==> config.mk <==
export PLATFORM = sky130hd
export DESIGN_NAME = icp_div
export DESIGN_NICKNAME = d
export VERILOG_FILES = /design/src/icp_pkg.sv /design/src/icp_div.sv
export SDC_FILE = /design/constraint.sdc
export NUM_CORES = 2
export LEC_CHECK = 0
export ABC_AREA = 1
export CORE_MARGIN = 5
export CORE_UTILIZATION = 45
export CTS_CLUSTER_SIZE = 40
export DETAILED_ROUTE_END_ITERATION = 12
export DONT_BUFFER_PORTS = 1
export PLACE_DENSITY = 0.67
export SYNTH_ARGS = -nofsm -noshare
export SYNTH_HDL_FRONTEND = slang
export SYNTH_SLANG_ARGS = --single-unit
==> constraint.sdc <==
create_clock -name clk -period 2.3 [get_ports clk]
set_input_delay 0.345 -clock clk [delete_from_list [all_inputs] [get_ports clk]]
set_output_delay 0.345 -clock clk [all_outputs]
set_load 0.01 [all_outputs]
==> src/icp_pkg.sv <==
// shared constants, types and fixed-point helpers for the iteration color palette
package icp_pkg;

  localparam int COUNT_BITS_DEF = 16;
  localparam int LIMIT_W        = 16;
  localparam int ROT_W          = 3;
  localparam int PIX_W          = 8;
  localparam int FRAC_BITS      = 24;
  localparam int Q_W            = FRAC_BITS + 1;
  localparam int APB_ADDR_W     = 3;
  localparam int APB_DATA_W     = 32;

  localparam logic [LIMIT_W-1:0] LIMIT_RST    = LIMIT_W'(64);
  localparam logic [ROT_W-1:0]   ROTATION_RST = '0;

  localparam logic [11:0] K_OUTER = 12'(9 * 255);
  localparam logic [11:0] K_MID   = 12'(15 * 255);

  localparam logic [Q_W-1:0] ONE_Q = {1'b1, {FRAC_BITS{1'b0}}};

  // input register + divider stages + polynomial stages, then two output slots
  localparam int PIPE_DEPTH = 1 + FRAC_BITS + 4;
  localparam int CAPACITY   = PIPE_DEPTH + 2;
  localparam int OCC_W      = $clog2(CAPACITY + 1);

  typedef enum logic [APB_ADDR_W-1:0] {
    REG_LIMIT    = 3'd0,
    REG_ROTATION = 3'd4
  } reg_addr_t;

  typedef enum logic [ROT_W-1:0] {
    ROT_ABC   = 3'd0,
    ROT_CAB   = 3'd1,
    ROT_BCA   = 3'd2,
    ROT_CBA   = 3'd3,
    ROT_ACB   = 3'd4,
    ROT_BAC   = 3'd5,
    ROT_CBA_2 = 3'd6,
    ROT_ACB_2 = 3'd7
  } rot_t;

  typedef struct packed {
    logic           valid;
    logic [Q_W-1:0] t;
  } div_out_t;

  typedef struct packed {
    logic             valid;
    logic [PIX_W-1:0] pa;
    logic [PIX_W-1:0] pb;
    logic [PIX_W-1:0] pc;
  } poly_out_t;

  function automatic logic [Q_W-1:0] qmul(input logic [Q_W-1:0] a, input logic [Q_W-1:0] b);
    logic [2*Q_W-1:0] p;
    p = a * b;
    return p[FRAC_BITS+Q_W-1:FRAC_BITS];
  endfunction

  function automatic logic [PIX_W-1:0] scale8(input logic [Q_W-1:0] q, input logic [11:0] k);
    logic [Q_W+11:0]           p;
    logic [Q_W+11-FRAC_BITS:0] v;
    p = q * k;
    v = p[Q_W+11:FRAC_BITS];
    return (v > 13'd255) ? 8'd255 : v[PIX_W-1:0];
  endfunction

endpackage

==> src/icp_div.sv <==
// pipelined restoring divider, one quotient bit per stage, gives t = count / limit in q24
module icp_div import icp_pkg::*; (
  input  logic               clk,
  input  logic               rst_n,
  input  logic               en,
  input  logic               in_valid,
  input  logic               in_full,
  input  logic [LIMIT_W-1:0] in_rem,
  input  logic [LIMIT_W-1:0] lim,
  output div_out_t           dout
);

  logic                 v_r    [FRAC_BITS];
  logic                 full_r [FRAC_BITS];
  logic [LIMIT_W-1:0]   rem_r  [FRAC_BITS];
  logic [FRAC_BITS-1:0] q_r    [FRAC_BITS];
  logic [LIMIT_W-1:0]   rem_nxt[FRAC_BITS];
  logic [FRAC_BITS-1:0] q_nxt  [FRAC_BITS];
  logic [LIMIT_W-1:0]   src_rem[FRAC_BITS];
  logic [FRAC_BITS-1:0] src_q  [FRAC_BITS];
  logic [LIMIT_W:0]     dbl    [FRAC_BITS];

  always_comb begin
    for (int k = 0; k < FRAC_BITS; k++) begin
      src_rem[k] = (k == 0) ? in_rem : rem_r[(k == 0) ? 0 : k - 1];
      src_q[k]   = (k == 0) ? '0 : q_r[(k == 0) ? 0 : k - 1];
      dbl[k]     = {src_rem[k], 1'b0};
      if (dbl[k] >= {1'b0, lim}) begin
        rem_nxt[k] = LIMIT_W'(dbl[k] - {1'b0, lim});
        q_nxt[k]   = {src_q[k][FRAC_BITS-2:0], 1'b1};
      end else begin
        rem_nxt[k] = dbl[k][LIMIT_W-1:0];
        q_nxt[k]   = {src_q[k][FRAC_BITS-2:0], 1'b0};
      end
    end
  end

  always_ff @(posedge clk) begin
    if (!rst_n) begin
      for (int k = 0; k < FRAC_BITS; k++) v_r[k] <= 1'b0;
    end else if (en) begin
      v_r[0] <= in_valid;
      for (int k = 1; k < FRAC_BITS; k++) v_r[k] <= v_r[k-1];
    end
  end

  always_ff @(posedge clk) begin
    if (en) begin
      full_r[0] <= in_full;
      for (int k = 1; k < FRAC_BITS; k++) full_r[k] <= full_r[k-1];
      for (int k = 0; k < FRAC_BITS; k++) begin
        rem_r[k] <= rem_nxt[k];
        q_r[k]   <= q_nxt[k];
      end
    end
  end

  assign dout.valid = v_r[FRAC_BITS-1];
  assign dout.t     = full_r[FRAC_BITS-1] ? ONE_Q : {1'b0, q_r[FRAC_BITS-1]};

endmodule

Word level (Yosys, flattened, before mapping)
Memory sizes are Yosys's and may differ from the RTL's.
Cells that the tools add are included.
- memories kept: 4
- register bits after elaboration: 0
- word-level logic and storage cells: 154
- output and inout bits: 26
- memory bits (writable): 1008
- memory list (memory ; depth ; width ; rd ports ; clocked after Yosys merged registers in ; write ports ; RTL line ; RTL):
    q_r ; 24 ; 24 ; 24 ; 0 ; 24 ; icp_div.sv:16 ; logic [FRAC_BITS-1:0] q_r [FRAC_BITS];
    rem_r ; 24 ; 16 ; 23 ; 0 ; 24 ; icp_div.sv:15 ; logic [LIMIT_W-1:0] rem_r [FRAC_BITS];
    full_r ; 24 ; 1 ; 24 ; 0 ; 24 ; icp_div.sv:14 ; logic full_r [FRAC_BITS];
    v_r ; 24 ; 1 ; 24 ; 0 ; 24 ; icp_div.sv:13 ; logic v_r [FRAC_BITS];
- $add $sub $neg: 24
- bitwise gates (word level): 24
- order comparisons: 24
- muxes and demuxes: 78
- operator list (operator ; count):
    17-bit by 16-bit >= comparator with 1-bit output ; 24
    16-bit two-way mux ; 24
    16-bit subtractor ; 24
    1-bit two-way mux ; 53
    25-bit two-way mux ; 1
    1-bit bitwise OR ; 24

Logic depth before layout (Yosys ltp)
- depth in word-level cells: 4
- depth in mapped cells: 15

Worst setup path after synthesis
OpenSTA, ideal clock, no wires.
- path kind: input port to flip-flop
- from: in lim[0]
- to: mem rem_r[3][13], in the netlist rem_r[0][61] (data pin)
- library setup time: 0.253 ns
- arrival: 2.157 ns
- path slack: -0.110 ns
- stages: 13
- cell sequence: inv_2 > buf_2 > buf_2 > buf_2 > ha_1 > nand4_1 > nor3_2 > nor2_2 > nand2_4 > inv_4 > buf_6 > nand2_1 > nand2_1
- RTL lines (element ; RTL line ; RTL):
    start: declaration ; icp_div.sv:9 ; input logic [LIMIT_W-1:0] lim,
    end: declaration ; icp_div.sv:15 ;

==> results.cfg <==
[setup_path]
path_delay_family = simple AND/OR/NAND/NOR gates
r2r_end = rem_r[0][55]
worstPathRequired_ns = 2.71
max_stage_delay_ns = 0.48
crit_path_start_kind = register
critPathBufInv = 1
reg2reg_from = rem_r[0][42]
reg2reg_depth = 10
crit_slowest_cell = edfxtp_1
path_cells = ha_1 > nand2_1 > nor2_1 > nand2_1 > nor3_2 > nor2_2 > nand2_4 > inv_4 > nand2_1 > nand2_1
worstSetupEndpointType = register
arrival_ns = 2.59
critical_path_cell_count = 10
crit_fanout = 15
critPathKind = reg -> reg
cp_common_cell = nand2_1
rrSetupSlack_ns = 0.12

[synthesis]
synth-seq-area-share_pct = 42.3
yosys_warnings = 0
synth_seq_cells = 716
yosys.area.top_type_share_pct = 42.2
synth_area_um2 = 50800
synthArstFlopShare_pct = 0
synth_area_leader_cell = edfxtp_1
synth_edf_count = 715
synthTopCellsByArea = edfxtp_1 42%, nand2_1 19%, ha_1 9.4%
synth_nets = 6939
ys.flop_type = edfxtp_1
yosysUniqueCellTypes = 36
syn_inst = 6496
avgSynthCellArea_um2 = 7.82

[detailed_routing]
wl_per_cell_um = 16.1
num_vias = 42900
viasPerCell = 5.00
wl_um = 138000
drt_first_pass_iters = 6
drc = 0
drt_iter0_drc = 3384
final_antenna_net_count = 0

[min_path]
hold_path_class = in -> reg
holdCritStartpoint = rst_n
hold_path_depth = 3
hold_path_end = v_r[1][5]

[sta]
post-route-period-util_pct = 94.7
hold_violations = 0
min_period_ns = 2.18
relSlewSlack_pct = 21.1
setup_viol = 0
maxSlewViolCount = 0
rsz0062_at_grt = false
worst_pin_slew_ns = 1.18
worst_slack_ns = 0.123
tns_ns = 0
fmax_mhz = 459
hold_slack_ns = 0.101
skew_ns = 0.0264

[layout]
nFillCells = 10700
stdcell_area_um2 = 59300
drive_gt1_share_pct = 12.6
postLayoutCoreUtil_pct = 52.8
syn_to_final_growth_pct = 16.8
final_cell_mix = 2,617 x nand2_1, 941 x inv_1, 715 x edfxtp_1
finalNetCount = 7454
fin_cells = 8581
mostFrequentLayoutCell = nand2_1

[cts]
path_clk_slew_ns = 0.06
clock_latency_ns = 0.67
cts_buffers = 84
cts_sinks = 716
clockRootBuffer = clkbuf_16
cts_tree = built
cts_buffer_depth = 3
cts-htree-levels = 3

[status]
status = completed

[power_and_ir_drop]
power_density_nw_per_um2 = 1340
p_leak_nw = 29.6
irDropWorstVdd_uv = 668
power_mw = 79.3

[global_routing]
grt_pass1_wl_um = 218000
grt_pass1_vias = 41000
grt_max_degree = 696
antenna_found_initial = 1
grt_use_total_pct = 22.4
grt.overflow.total = 0

[floorplanning]
rows = 123
start_util_pct = 45.2
core_um2 = 112000
die_y_um = 346
die_x_um = 346
io_pins = 63
die_area_um2 = 120000

[job]
cap_violations = 0

[placement]
place.detailed.hpwl_um = 102000
place_area_um2 = 56200
gp_congestion = 0.957
portBuffers = 0
pre_cts_ws_ns = -0.123
dpl.cell_count = 8401
-- worst max-delay path by stage --
stage | startpoint | endpoint
2_1_floorplan | lim[12] | rem_r[2][72]
3_3_place_gp | lim[11] | rem_r[0][50]
3_5_place_dp | lim[11] | rem_r[0][55]
4_1_cts | rem_r[1][7] | rem_r[1][31]
5_1_grt | rem_r[0][77] | rem_r[0][94]
6_report | rem_r[0][42] | rem_r[0][55]
-- routing by layer --
metal  vias up  part of all wire [%]  global-route usage [%]
li1      21900                     -                       -
met1     19700                    46                    31.0
met2      1029                    46                    37.2
met3       237                   5.3                    2.61
met4         0                   3.0                    7.01
met5         -                     0                       0
-- logic make-up after synthesis --
logic type	Yosys count	share of synthesized area [%]
simple gates	3889	33.4
fa+ha+maj	406	10.3
compound gates	259	2.56
flops	716	42.3
xor+xnor	161	2.77
buf+inv	1065	8.68
-- Yosys cell counts (28+ instances only) --
cell type and number:
nor3_1 38, buf_2 28, nor2_1 291, xnor2_1 52
nand3_2 32, inv_1 956, edfxtp_1 715, xor2_1 109
buf_6 38, nor2_2 94, nand2_1 2617, nand4_1 106
nand3_1 431, nand2_2 40, ha_1 383, nand3b_1 79
and2_1 78, a21oi_1 231
-- state kept, by name, indices dropped and copies added (netlist names) --
signal,flops
full_r,24
q_r,300
rem_r,368
v_r,24
-- area by class of cell --
cell class | instances | area [µm²] | area share, %
multi-input combinational | 4715 | 25100 | 42.2
sequential | 716 | 21500 | 36.2
timing repair buffer | 517 | 4460 | 7.51
inverter | 977 | 3710 | 6.26
clock buffer | 94 | 2140 | 3.61
tap | 1500 | 1880 | 3.16
clock inverter | 57 | 608 | 1.02
antenna | 5 | 12.5 | 0.0211
-- power by group --
part | leakage, nW | switching, mW | internal [mW] | total, mW
registers | 7.04 | 2.91 | 20.3 | 23.2
clock network | 1.35 | 5.58 | 7.87 | 13.5
logic | 21.2 | 25.7 | 17.0 | 42.7
-- worst min-delay path: cells and delay by family --
kind	cells	cell delay, ns
and+or+nand+nor	2	0.12
buffers and inverters	1	0.18
-- timing repair --
item / CTS / global route
endpoints found under the setup margin: 1 / 105
resized for setup: 1 / 17
hold buffers: 18 / 1
cloned: 0 / 1
pin swaps: 0 / 0
setup buffers: 0 / 1
hold endpoints to repair: 164 / 10
No activity file was read; power rests on OpenSTA's default activity.
